File: config.mk
export PLATFORM = sky130hd
export DESIGN_NAME = crc8_frame_deframer
export DESIGN_NICKNAME = d
export VERILOG_FILES = /design/src/hdl/crcfd_pkg.sv /design/src/hdl/crcfd_ctrl.sv /design/src/hdl/crcfd_dp.sv /design/src/hdl/crc8_frame_deframer.sv
export SDC_FILE = /design/constraint.sdc
export NUM_CORES = 1
export LEC_CHECK = 0
export BUFFER_PORTS_ARGS = -buffer_cell sky130_fd_sc_hd__buf_2
export CAP_MARGIN = 25
export CELL_PAD_IN_SITES_DETAIL_PLACEMENT = 1
export CELL_PAD_IN_SITES_GLOBAL_PLACEMENT = 1
export CORE_MARGIN = 4
export CORE_UTILIZATION = 50
export CTS_CLUSTER_SIZE = 24
export DETAILED_ROUTE_END_ITERATION = 8
export PLACE_DENSITY = 0.87
export SLEW_MARGIN = 20
export SYNTH_ARGS = -nofsm -noshare
export SYNTH_HDL_FRONTEND = slang
export SYNTH_HIERARCHICAL = 1
export SYNTH_SLANG_ARGS = --single-unit
File: constraint.sdc
create_clock -name clk -period 5.5 [get_ports clk]
set_input_delay 1.1 -clock clk [delete_from_list [all_inputs] [get_ports clk]]
set_output_delay 1.1 -clock clk [all_outputs]
set_load 0.005 [all_outputs]
File: src/hdl/crcfd_pkg.sv
package crcfd_pkg;

  localparam int CFG_IW = 3;

  localparam logic [CFG_IW-1:0] REG_HEADER = 3'd0;
  localparam logic [CFG_IW-1:0] REG_FOOTER = 3'd1;
  localparam logic [CFG_IW-1:0] REG_POLY   = 3'd2;
  localparam logic [CFG_IW-1:0] REG_INIT   = 3'd3;

  localparam logic [7:0] HEADER_RESET = 8'h02;
  localparam logic [7:0] FOOTER_RESET = 8'h03;
  localparam logic [7:0] POLY_RESET   = 8'h07;
  localparam logic [7:0] INIT_RESET   = 8'h00;

  typedef enum logic [3:0] {
    S_HEAD1,
    S_HEAD2,
    S_CMDHI,
    S_CMDLO,
    S_LEN,
    S_DATA,
    S_FOOT1,
    S_FOOT2,
    S_EMIT
  } state_t;

  typedef struct packed {
    logic len_load;
    logic data_step;
    logic emit_start;
    logic emit_load;
    logic emit_empty;
  } cmd_t;

  typedef struct packed {
    logic hdr_match;
    logic ftr_match;
    logic byte_zero;
    logic data_done;
    logic frame_good;
    logic cnt_zero;
    logic emit_last;
    logic out_free;
  } sts_t;

  // One byte through the CRC-8 register, MSB first.
  function automatic logic [7:0] crc8_step(input logic [7:0] crc, input logic [7:0] b,
                                           input logic [7:0] poly);
    logic [7:0] c;
    c = crc ^ b;
    for (int k = 0; k < 8; k++) begin
      if (c[7]) c = {c[6:0], 1'b0} ^ poly;
      else c = {c[6:0], 1'b0};
    end
    return c;
  endfunction

endpackage

File: src/hdl/crcfd_ctrl.sv
module crcfd_ctrl
  import crcfd_pkg::*;
(
  input  logic   clk,
  input  logic   rst,
  input  logic   s_axis_tvalid,
  input  sts_t   sts,
  output logic   s_axis_tready,
  output cmd_t   cmd
);

  state_t state, state_next;
  logic   acc;
  logic   emit_go;

  assign s_axis_tready = (state != S_EMIT) && ((state != S_FOOT2) || sts.out_free);
  assign acc = s_axis_tvalid && s_axis_tready;
  assign emit_go = acc && (state == S_FOOT2) && sts.ftr_match && sts.frame_good;

  always_ff @(posedge clk) begin
    if (rst) state <= S_HEAD1;
    else state <= state_next;
  end

  always_comb begin
    state_next = state;
    case (state)
      S_HEAD1: if (acc && sts.hdr_match) state_next = S_HEAD2;
      S_HEAD2: if (acc) state_next = sts.hdr_match ? S_CMDHI : S_HEAD1;
      S_CMDHI: if (acc) state_next = S_CMDLO;
      S_CMDLO: if (acc) state_next = S_LEN;
      S_LEN:   if (acc) state_next = sts.byte_zero ? S_FOOT1 : S_DATA;
      S_DATA:  if (acc && sts.data_done) state_next = S_FOOT1;
      S_FOOT1: if (acc) state_next = sts.ftr_match ? S_FOOT2 : S_HEAD1;
      S_FOOT2: if (acc) state_next = (emit_go && !sts.cnt_zero) ? S_EMIT : S_HEAD1;
      S_EMIT:  if (sts.out_free && sts.emit_last) state_next = S_HEAD1;
      default: state_next = S_HEAD1;
    endcase
  end

  always_comb begin
    cmd = '0;
    case (state)
      S_LEN:   cmd.len_load = acc;
      S_DATA:  cmd.data_step = acc;
      S_FOOT2: begin
        cmd.emit_start = emit_go && !sts.cnt_zero;
        cmd.emit_empty = emit_go && sts.cnt_zero;
      end
      S_EMIT:  cmd.emit_load = sts.out_free;
      default: cmd = '0;
    endcase
  end

endmodule

File: src/hdl/crcfd_dp.sv
module crcfd_dp
  import crcfd_pkg::*;
#(
  parameter int MAX_PAYLOAD = 64
) (
  input  logic              clk,
  input  logic              rst,
  input  logic              cfg_valid,
  output logic              cfg_ready,
  input  logic [CFG_IW-1:0] cfg_index,
  input  logic [7:0]        cfg_data,
  input  logic [7:0]        s_axis_tdata,
  output logic              m_axis_tvalid,
  input  logic              m_axis_tready,
  output logic [23:0]       m_axis_tdata,
  output logic              m_axis_tuser,
  output logic              m_axis_tlast,
  input  cmd_t              cmd,
  output sts_t              sts
);

  localparam int AW = $clog2(MAX_PAYLOAD);
  localparam logic [7:0] MAX_LEN = 8'(MAX_PAYLOAD);

  logic [7:0] header_value, footer_value, crc_polynomial, crc_initial;
  logic [7:0] frame_length, byte_index, running_crc, sub_command, emit_idx;
  logic       crc_ok, overflow_flag;
  logic [7:0] mem [MAX_PAYLOAD];
  logic [7:0] rd_data;
  logic [AW-1:0] rd_addr;
  logic       rd_en, in_range;
  logic [7:0] cnt;
  logic [7:0] emit_idx_next;

  logic [7:0] out_sub, out_byte;
  logic [5:0] out_count;
  logic       out_dv, out_last;

  assign cfg_ready = 1'b1;

  always_ff @(posedge clk) begin
    if (rst) begin
      header_value   <= HEADER_RESET;
      footer_value   <= FOOTER_RESET;
      crc_polynomial <= POLY_RESET;
      crc_initial    <= INIT_RESET;
    end else if (cfg_valid) begin
      case (cfg_index)
        REG_HEADER: header_value   <= cfg_data;
        REG_FOOTER: footer_value   <= cfg_data;
        REG_POLY:   crc_polynomial <= cfg_data;
        REG_INIT:   crc_initial    <= cfg_data;
        default:    ;
      endcase
    end
  end

  assign in_range      = byte_index < MAX_LEN;
  assign cnt           = frame_length - 8'd2;
  assign emit_idx_next = emit_idx + 8'd1;
  assign rd_en         = cmd.emit_start || cmd.emit_load;
  assign rd_addr       = cmd.emit_start ? AW'(1) : emit_idx_next[AW-1:0];

  always_ff @(posedge clk) begin
    if (rst) begin
      frame_length  <= 8'd0;
      byte_index    <= 8'd0;
      running_crc   <= INIT_RESET;
      crc_ok        <= 1'b0;
      overflow_flag <= 1'b0;
      emit_idx      <= 8'd0;
    end else begin
      if (cmd.len_load) begin
        frame_length  <= s_axis_tdata;
        byte_index    <= 8'd0;
        running_crc   <= crc_initial;
        crc_ok        <= 1'b0;
        overflow_flag <= 1'b0;
      end
      if (cmd.data_step) begin
        if (!in_range) overflow_flag <= 1'b1;
        // The latest byte checks against the CRC of everything before it.
        crc_ok      <= (s_axis_tdata == running_crc);
        running_crc <= crc8_step(running_crc, s_axis_tdata, crc_polynomial);
        byte_index  <= byte_index + 8'd1;
      end
      if (cmd.emit_start) emit_idx <= 8'd1;
      else if (cmd.emit_load) emit_idx <= emit_idx_next;
    end
  end

  always_ff @(posedge clk) begin
    if (cmd.data_step && byte_index == 8'd0) sub_command <= s_axis_tdata;
  end

  always_ff @(posedge clk) begin
    if (cmd.data_step && in_range) mem[byte_index[AW-1:0]] <= s_axis_tdata;
    if (rd_en) rd_data <= mem[rd_addr];
  end

  // Output register
  always_ff @(posedge clk) begin
    if (rst) m_axis_tvalid <= 1'b0;
    else if (cmd.emit_load || cmd.emit_empty) m_axis_tvalid <= 1'b1;
    else if (m_axis_tready) m_axis_tvalid <= 1'b0;
  end

  always_ff @(posedge clk) begin
    if (cmd.emit_load) begin
      out_sub   <= sub_command;
      out_byte  <= rd_data;
      out_dv    <= 1'b1;
      out_count <= cnt[5:0];
      out_last  <= (emit_idx == cnt);
    end else if (cmd.emit_empty) begin
      out_sub   <= sub_command;
      out_byte  <= 8'd0;
      out_dv    <= 1'b0;
      out_count <= 6'd0;
      out_last  <= 1'b1;
    end
  end

  assign m_axis_tdata = {2'b00, out_count, out_byte, out_sub};
  assign m_axis_tuser = out_dv;
  assign m_axis_tlast = out_last;

  always_comb begin
    sts.hdr_match  = (s_axis_tdata == header_value);
    sts.ftr_match  = (s_axis_tdata == footer_value);
    sts.byte_zero  = (s_axis_tdata == 8'd0);
    sts.data_done  = ({1'b0, byte_index} + 9'd1) >= {1'b0, frame_length};
    sts.frame_good = (frame_length >= 8'd2) && (frame_length <= MAX_LEN) &&
                     !overflow_flag && crc_ok;
    sts.cnt_zero   = (frame_length == 8'd2);
    sts.emit_last  = (emit_idx == cnt);
    sts.out_free   = !m_axis_tvalid || m_axis_tready;
  end

endmodule

File: src/hdl/crc8_frame_deframer.sv
// Channel   Dir  Handshake               Word
// --------  ---  ----------------------  ----------------------------------------------
// s_axis    in   s_axis_tvalid/tready    tdata[7:0] received byte
// m_axis    out  m_axis_tvalid/tready    tdata sub_command/data_byte/data_count,
//                                        tuser data_valid, tlast end of frame run
// cfg       in   cfg_valid/cfg_ready     cfg_index register, cfg_data value
//
// Parsing takes one byte per cycle while tready is high; cfg_ready is always high.
// A good frame emits its run after the second footer: one word per cycle while
// the sink takes them, set by the single read port of the payload memory, whose
// read data is registered ahead of the output register. Input is held off until
// the last word of the run sits in the output register.
// The second footer byte waits while the output register holds an untaken word.
// Reset is synchronous and clears the parser, frame counters, output valid and
// the registers to their defaults; the payload memory is never cleared.
module crc8_frame_deframer
  import crcfd_pkg::*;
#(
  parameter int MAX_PAYLOAD = 64
) (
  input  logic              clk,
  input  logic              rst,
  input  logic              s_axis_tvalid,
  output logic              s_axis_tready,
  input  logic [7:0]        s_axis_tdata,   // [7:0] rx_byte
  output logic              m_axis_tvalid,
  input  logic              m_axis_tready,
  output logic [23:0]       m_axis_tdata,   // [7:0] sub_command, [15:8] data_byte,
                                            // [21:16] data_count, [23:22] zero
  output logic              m_axis_tuser,   // [0] data_valid
  output logic              m_axis_tlast,   // last word of the frame run
  input  logic              cfg_valid,
  output logic              cfg_ready,
  input  logic [CFG_IW-1:0] cfg_index,
  input  logic [7:0]        cfg_data
);

  cmd_t cmd;
  sts_t sts;

  // Parser and emit sequencing
  crcfd_ctrl u_ctrl (
    .clk           (clk),
    .rst           (rst),
    .s_axis_tvalid (s_axis_tvalid),
    .sts           (sts),
    .s_axis_tready (s_axis_tready),
    .cmd           (cmd)
  );

  // Registers, CRC, payload memory and output word
  crcfd_dp #(
    .MAX_PAYLOAD (MAX_PAYLOAD)
  ) u_dp (
    .clk           (clk),
    .rst           (rst),
    .cfg_valid     (cfg_valid),
    .cfg_ready     (cfg_ready),
    .cfg_index     (cfg_index),
    .cfg_data      (cfg_data),
    .s_axis_tdata  (s_axis_tdata),
    .m_axis_tvalid (m_axis_tvalid),
    .m_axis_tready (m_axis_tready),
    .m_axis_tdata  (m_axis_tdata),
    .m_axis_tuser  (m_axis_tuser),
    .m_axis_tlast  (m_axis_tlast),
    .cmd           (cmd),
    .sts           (sts)
  );

  // Never overwrite a word the sink has not taken.
  a_load_free: assert property (@(posedge clk) disable iff (rst)
    (cmd.emit_load || cmd.emit_empty) |-> (!m_axis_tvalid || m_axis_tready))
    else $error("output word overwritten while stalled");

  // Hold off input bytes while a run is being read out.
  a_no_input_in_run: assert property (@(posedge clk) disable iff (rst)
    cmd.emit_load |-> !s_axis_tready)
    else $error("input accepted during run");

  // A word without data is the only word of its frame.
  a_empty_is_last: assert property (@(posedge clk) disable iff (rst)
    (m_axis_tvalid && !m_axis_tuser) |-> (m_axis_tlast && m_axis_tdata[21:8] == 14'd0))
    else $error("empty word malformed");

endmodule
[After elaboration in Yosys (flattened, before gate mapping)]
Memory sizes are Yosys's and may differ from the RTL's. A register that Yosys moved wholly into a read port is not among the register bits.
Index checks and enable logic that the tools add are counted.
Storage, ports and cells
  logic and storage cells: 165
  memory bits (writable): 512
  output and inout port bits: 29
  memories kept: 1
  register bits: 103
  input port bits: 24
Cells by class
  bitwise gates (word level): 9
  magnitude comparators: 4
  add/sub/neg operators: 4
  eq/ne operators: 27
  reductions and logical operators: 36
  muxes and demuxes: 65
Memory list
  u_dp.mem: words 64, width 8, rd ports 1, clocked after Yosys merged registers in 1, write ports 1, line crcfd_dp.sv:28  | logic [7:0] mem [MAX_PAYLOAD];
Operator list (number)
  2-to-1 mux 8 bit: 30
  bitwise XOR 8 bit: 9
  2-to-1 mux 4 bit: 10
  one-hot mux 4 bit (9 select lines): 1
  == test 8 bit: 4
  2-to-1 mux 1 bit: 18
  2-to-1 mux 6 bit: 3
  inequality test 2 x 1 -> 1 bit, second input constant: 9
  adder 8 x 1 -> 8 bit, second input constant: 2
  == test 4 x 3 -> 1 bit, second input constant: 4
  logical NOT 8 bit: 2
  logical AND 1 bit: 15
  adder 8 x 1 -> 9 bit, second input constant: 1
  greater-or-equal comparator 9 x 8 -> 1 bit: 1
  AND reduction 9 bit: 1
  == test 4 x 2 -> 1 bit, second input constant: 2
  == test 8 x 2 -> 1 bit, second input constant: 1
  greater-or-equal comparator 8 x 2 -> 1 bit, second input constant: 1
  <= comparator 8 x 7 -> 1 bit, second input constant: 1
  < comparator 8 x 7 -> 1 bit, second input constant: 1
  AND reduction 2 bit: 4
  nonzero test 2 bit: 4
  subtractor 8 x 2 -> 8 bit, second input constant: 1
  == test 3 x 2 -> 1 bit, second input constant: 2
  12 further kinds: 18

[Logic depth before layout (Yosys ltp)]
  depth after elaboration: 35
  gate-level depth with buffers: 19
  gate-level depth less buffers: 16

[By module]
Netlist, hierarchy kept.
Modules (own cells, without submodules)
  crcfd_dp: area an instance 26744.4 um^2, times used 1, cells an instance 2050, seq. area each 17907.2 um^2
  crcfd_ctrl: area an instance 440.4 um^2, times used 1, cells an instance 65, seq. area each 80.1 um^2

[Least setup slack after synthesis]
No wires, ideal clock.
  path kind: in2reg
  start: input s_axis_tdata[7]
  end: register u_dp.running_crc[5]
  required time: 5.421 ns
  cell stages on the path: 15
  buffers on the path: 3
  arrival: 4.529 ns
  slack: 0.892 ns
  library setup time: 0.079 ns
  cell sequence: buf_2 > xnor2_2 > o21ai_2 > and2_1 > buf_6 > a31o_1 > o311a_1 > buf_6 > xnor2_4 > xor3_1 > a21oi_1 > or4_4 > nand3_1 > xnor3_1 > a211oi_2
Between the ends
  cells in the longest elaborated chain, start to end: 30
  elaborated cells on any way between the ends: 31
  those cells by class: mux: 23; bitwise: 8
Ends and longest elaborated chain
  from (decl): line crc8_frame_deframer.sv:25  | input logic [7:0] s_axis_tdata,
  bitwise XOR 8 bit *: line crcfd_pkg.sv:50  | c = crc ^ b;
  2-to-1 mux 8 bit *: line crcfd_pkg.sv:52  | if (c[7]) c = {c[6:0], 1'b0} ^ poly;
  2-to-1 mux 8 bit *: line crcfd_dp.sv:80  | if (cmd.data_step) begin
  2-to-1 mux 8 bit *: line crcfd_dp.sv:65  | if (rst) begin
  bitwise XOR 8 bit: line crcfd_pkg.sv:52
  2-to-1 mux 8 bit *: line crcfd_pkg.sv:52
  2-to-1 mux 8 bit *: line crcfd_dp.sv:80
  2-to-1 mux 8 bit *: line crcfd_dp.sv:65
  [... 14 more ...]
  2-to-1 mux 8 bit *: line crcfd_dp.sv:65
  bitwise XOR 8 bit / 2-to-1 mux 8 bit (equally long branches): line crcfd_pkg.sv:52, crcfd_dp.sv:65
  2-to-1 mux 8 bit *: line crcfd_pkg.sv:52
  2-to-1 mux 8 bit *: line crcfd_dp.sv:80
  2-to-1 mux 8 bit *: line crcfd_dp.sv:65
  bitwise XOR 8 bit / 2-to-1 mux 8 bit (equally long branches): line crcfd_pkg.sv:52, crcfd_dp.sv:65
  2-to-1 mux 8 bit *: line crcfd_pkg.sv:52
  2-to-1 mux 8 bit *: line crcfd_dp.sv:80
  to (signal assigned): line crcfd_dp.sv:76  | running_crc <= crc_initial;
  to (signal assigned): line crcfd_dp.sv:84  | running_crc <= crc8_step(running_crc, s_axis_tdata, crc_polynomial);
  to (decl): line crcfd_dp.sv:26  | logic [7:0] frame_length, byte_index, running_crc, sub_command, emit_idx;
Every way passes the cells marked *; elsewhere a longest branch is shown, timed or not. The select of a mux whose other input is x is not followed.
A chain may end at the register's enable or synchronous reset.

==> qor.txt <==
Yosys top cell by area -> edfxtp_1
Initial antenna violation count -> 3
FF+latch count, synth -> 623
Hold Crit Class -> flop to flop
Final Hold Vio Count -> 0
Layout fillers -> 5,243
CTS Buf Count -> 59
Synth cell count leaders -> 551 x edfxtp_1, 360 x nand2_1, 129 x nor2_1
CP peak stage delay -> 0.63 ns
Via density -> 6.58
Worst VDD drop -> 0.000244 V
Pleak -> 9.81 nW
Hold_sp -> u_dp/sub_command[4]
Hold_buf cts -> 0
Pwr Total -> 9.46 mW
Worst-path fanout max -> 109
Cell total after placement -> 2,769
Kind of cell adding the most delay to the critical path -> compound AO/OA/AOI/OAI gates
Worst-path clk slew -> 0.06 ns
Min Hold Slack -> 0.423 ns
Ys flop type -> edfxtp_1
Pwr dens -> 314 nW/µm²
Worst Skew -> 0.0223 ns
Share of the synthesized area in the top cell type -> 60.9%
Total wire length -> 88,400 µm
Core Box Area -> 53,800 µm²
Vias in the first global route -> 19.8k
Layout Cells excl Fill -> 2,884
Total GRT Usage -> 30.4%
Overflow left after global routing -> 0
CTS tree -> done
Least-Margin Pin Slew -> 1.10 ns
Die span in x -> 241 µm
Max_cap viols -> 0
Crit. Startpoint -> u_dp/frame_length[4]
Synth top area cells -> edfxtp_1 61%, dfxtp_1 5.3%, nand2_1 5.0%
Setup_tns -> 0 ns
Worst path cell trace -> nor3_1, nand3_1, o21ai_0, o31ai_1, nor4b_1, and4_1, nand4_1, nor2_1, buf_4, nand2b_4, buf_12, a311oi_1, a311oi_1, a21oi_1, a211oi_1, a21oi_1
Via Count -> 19.0k
Residual DRC -> 0
Async SR Flop Fraction -> 0%
Synthesized area -> 27,200 µm²
Fin. max-slew vios -> 0
DRT iter0 DRCs -> 2,350
DRT Pass-1 Iters -> 6
Most numerous cell in the Yosys netlist -> edfxtp_1
Initial Utilization -> 50.5%
Number of synthesized flops with an enable pin -> 551
DR WL/cell -> 30.7 µm
Root buffer cell -> clkbuf_16
IO buf count -> 49
Yosys Warn Count -> 6
Critical Path Sink Type -> flop
Final worst slack -> 0.161 ns
Startpoint Class -> flop
Routability cong. -> 0.888
Cells after Synth -> 2,115
Worst-Skew Late Latency -> 0.64 ns
Netlist cell types -> 75
CP Buf/Inv Count -> 2
Routed Antenna Nets -> 0
First-pass GRT wire length -> 131,000 µm
Area grow syn2layout -> 10.9%
Row count -> 85
Final period util -> 97.1%
Largest net degree at the start of global routing -> 110
H-tree levels -> 2
Fmax -> 187 MHz
Setup Buffers After CTS -> 0
Post-CTS Resized -> 0
Mean Syn Cell Area -> 12.9 µm²
Nets -> 2,173
Layout cells sized above 1 -> 11.7%
Req. time, crit path -> 5.84 ns
RR Startpoint -> u_dp/frame_length[4]
HPWL after DPL -> 55,400 µm
Worst path arrival time -> 5.68 ns
Max_slew headroom -> 26.2%
RSZ-0062 raised after global routing -> false
Pre-CTS WS -> -0.0283 ns
Crit Path Category -> flop to flop
# IOs -> 53
Status -> complete, no violations
CP max-delay cell -> a311oi_1
Setup violators final -> 0
Die Span Y -> 241 µm
Fin crit period -> 5.34 ns
Sequential share of the synthesized area -> 66.2%
Max clock buf depth -> 3
Sink Count -> 623
Die ar. -> 58,200 µm²
[cells by family after synthesis]
kind of cell,after synthesis,share of synthesized area [%]
and+or+nand+nor,751,12.5
AOI/OAI and AO/OA,342,8.94
DFF,623,66.2
muxes,128,5.92
other,2,0.0276
xor gates and xnor gates,93,3.48
adders and majority gates,13,0.598
buffers and inverters,163,2.40
[through the flow]
stage          instance area (µm²)  utilization, %
2_1_floorplan                27200               -
3_3_place_gp                 28200            52.4
3_5_place_dp                 28300            52.5
4_1_cts                      30100            56.0
5_1_grt                      30100            56.0
6_report                     30100            56.0
[path summary, 6_finish.rpt]
kind,cells after the start,to,slack [ns]
min,0,u_dp/out_sub[4],0.42
min reg2reg,0,u_dp/out_sub[4],0.42
max reg2reg,16,u_dp/rd_data[0],0.16
max,16,u_dp/rd_data[0],0.16
[routing by layer]
layer	part of all wire, %	global-route usage (%)	vias up
li1	-	-	7943
met3	9.3	6.05	290
met2	49	51.0	1174
met5	0.025	0	-
met4	5.4	13.7	4
met1	36	38.6	9579
[report_power, final]
part,internal (mW),switching (mW)
clock,2.18,1.80
sequential,5.14,0.0107
combinational,0.103,0.220
total,7.42,2.03
[registers in the layout (all words and copies together), names as in the netlist, 4 cells and up]
| signal | flops |
|---|---|
| u_dp/running_crc | 8 |
| u_dp/header_value | 8 |
| u_dp/sub_command | 8 |
| u_dp/crc_initial | 8 |
| u_dp/out_sub | 8 |
| u_dp/crc_polynomial | 8 |
| u_dp/rd_data | 8 |
| u_dp/mem | 512 |
| u_dp/out_count | 6 |
| u_dp/byte_index | 8 |
| u_dp/out_byte | 8 |
| u_ctrl/state | 4 |
| u_dp/emit_idx | 8 |
| u_dp/frame_length | 8 |
| u_dp/footer_value | 8 |
[layout make-up]
| type | count | area, µm² | share of cell area (%) |
|---|---|---|---|
| Clock buffer | 74 | 1540 | 5.12 |
| Tap cell | 696 | 871 | 2.89 |
| Sequential cell | 623 | 18000 | 59.7 |
| Multi-Input combinational cell | 1330 | 8650 | 28.7 |
| Inverter | 20 | 75.1 | 0.249 |
| Clock inverter | 37 | 315 | 1.05 |
| Timing Repair Buffer | 102 | 696 | 2.31 |
| Antenna cell | 2 | 5.00 | 0.0166 |
[layout by cell type (no fill, tap or decap), types with 28 or more instances in the layout]
master,Yosys,final
dfxtp_1,72,71
a311oi_1,78,78
nor2b_1,57,53
edfxtp_1,551,551
xnor2_1,54,53
a21oi_1,79,79
nand2_1,360,360
a31oi_1,28,28
buf_4,4,47
nand3_1,90,90
clkbuf_16,0,59
nor2_1,129,127
buf_2,8,49
mux2i_1,100,100
a211oi_1,64,64
No activity file was read; power rests on OpenSTA's default activity.
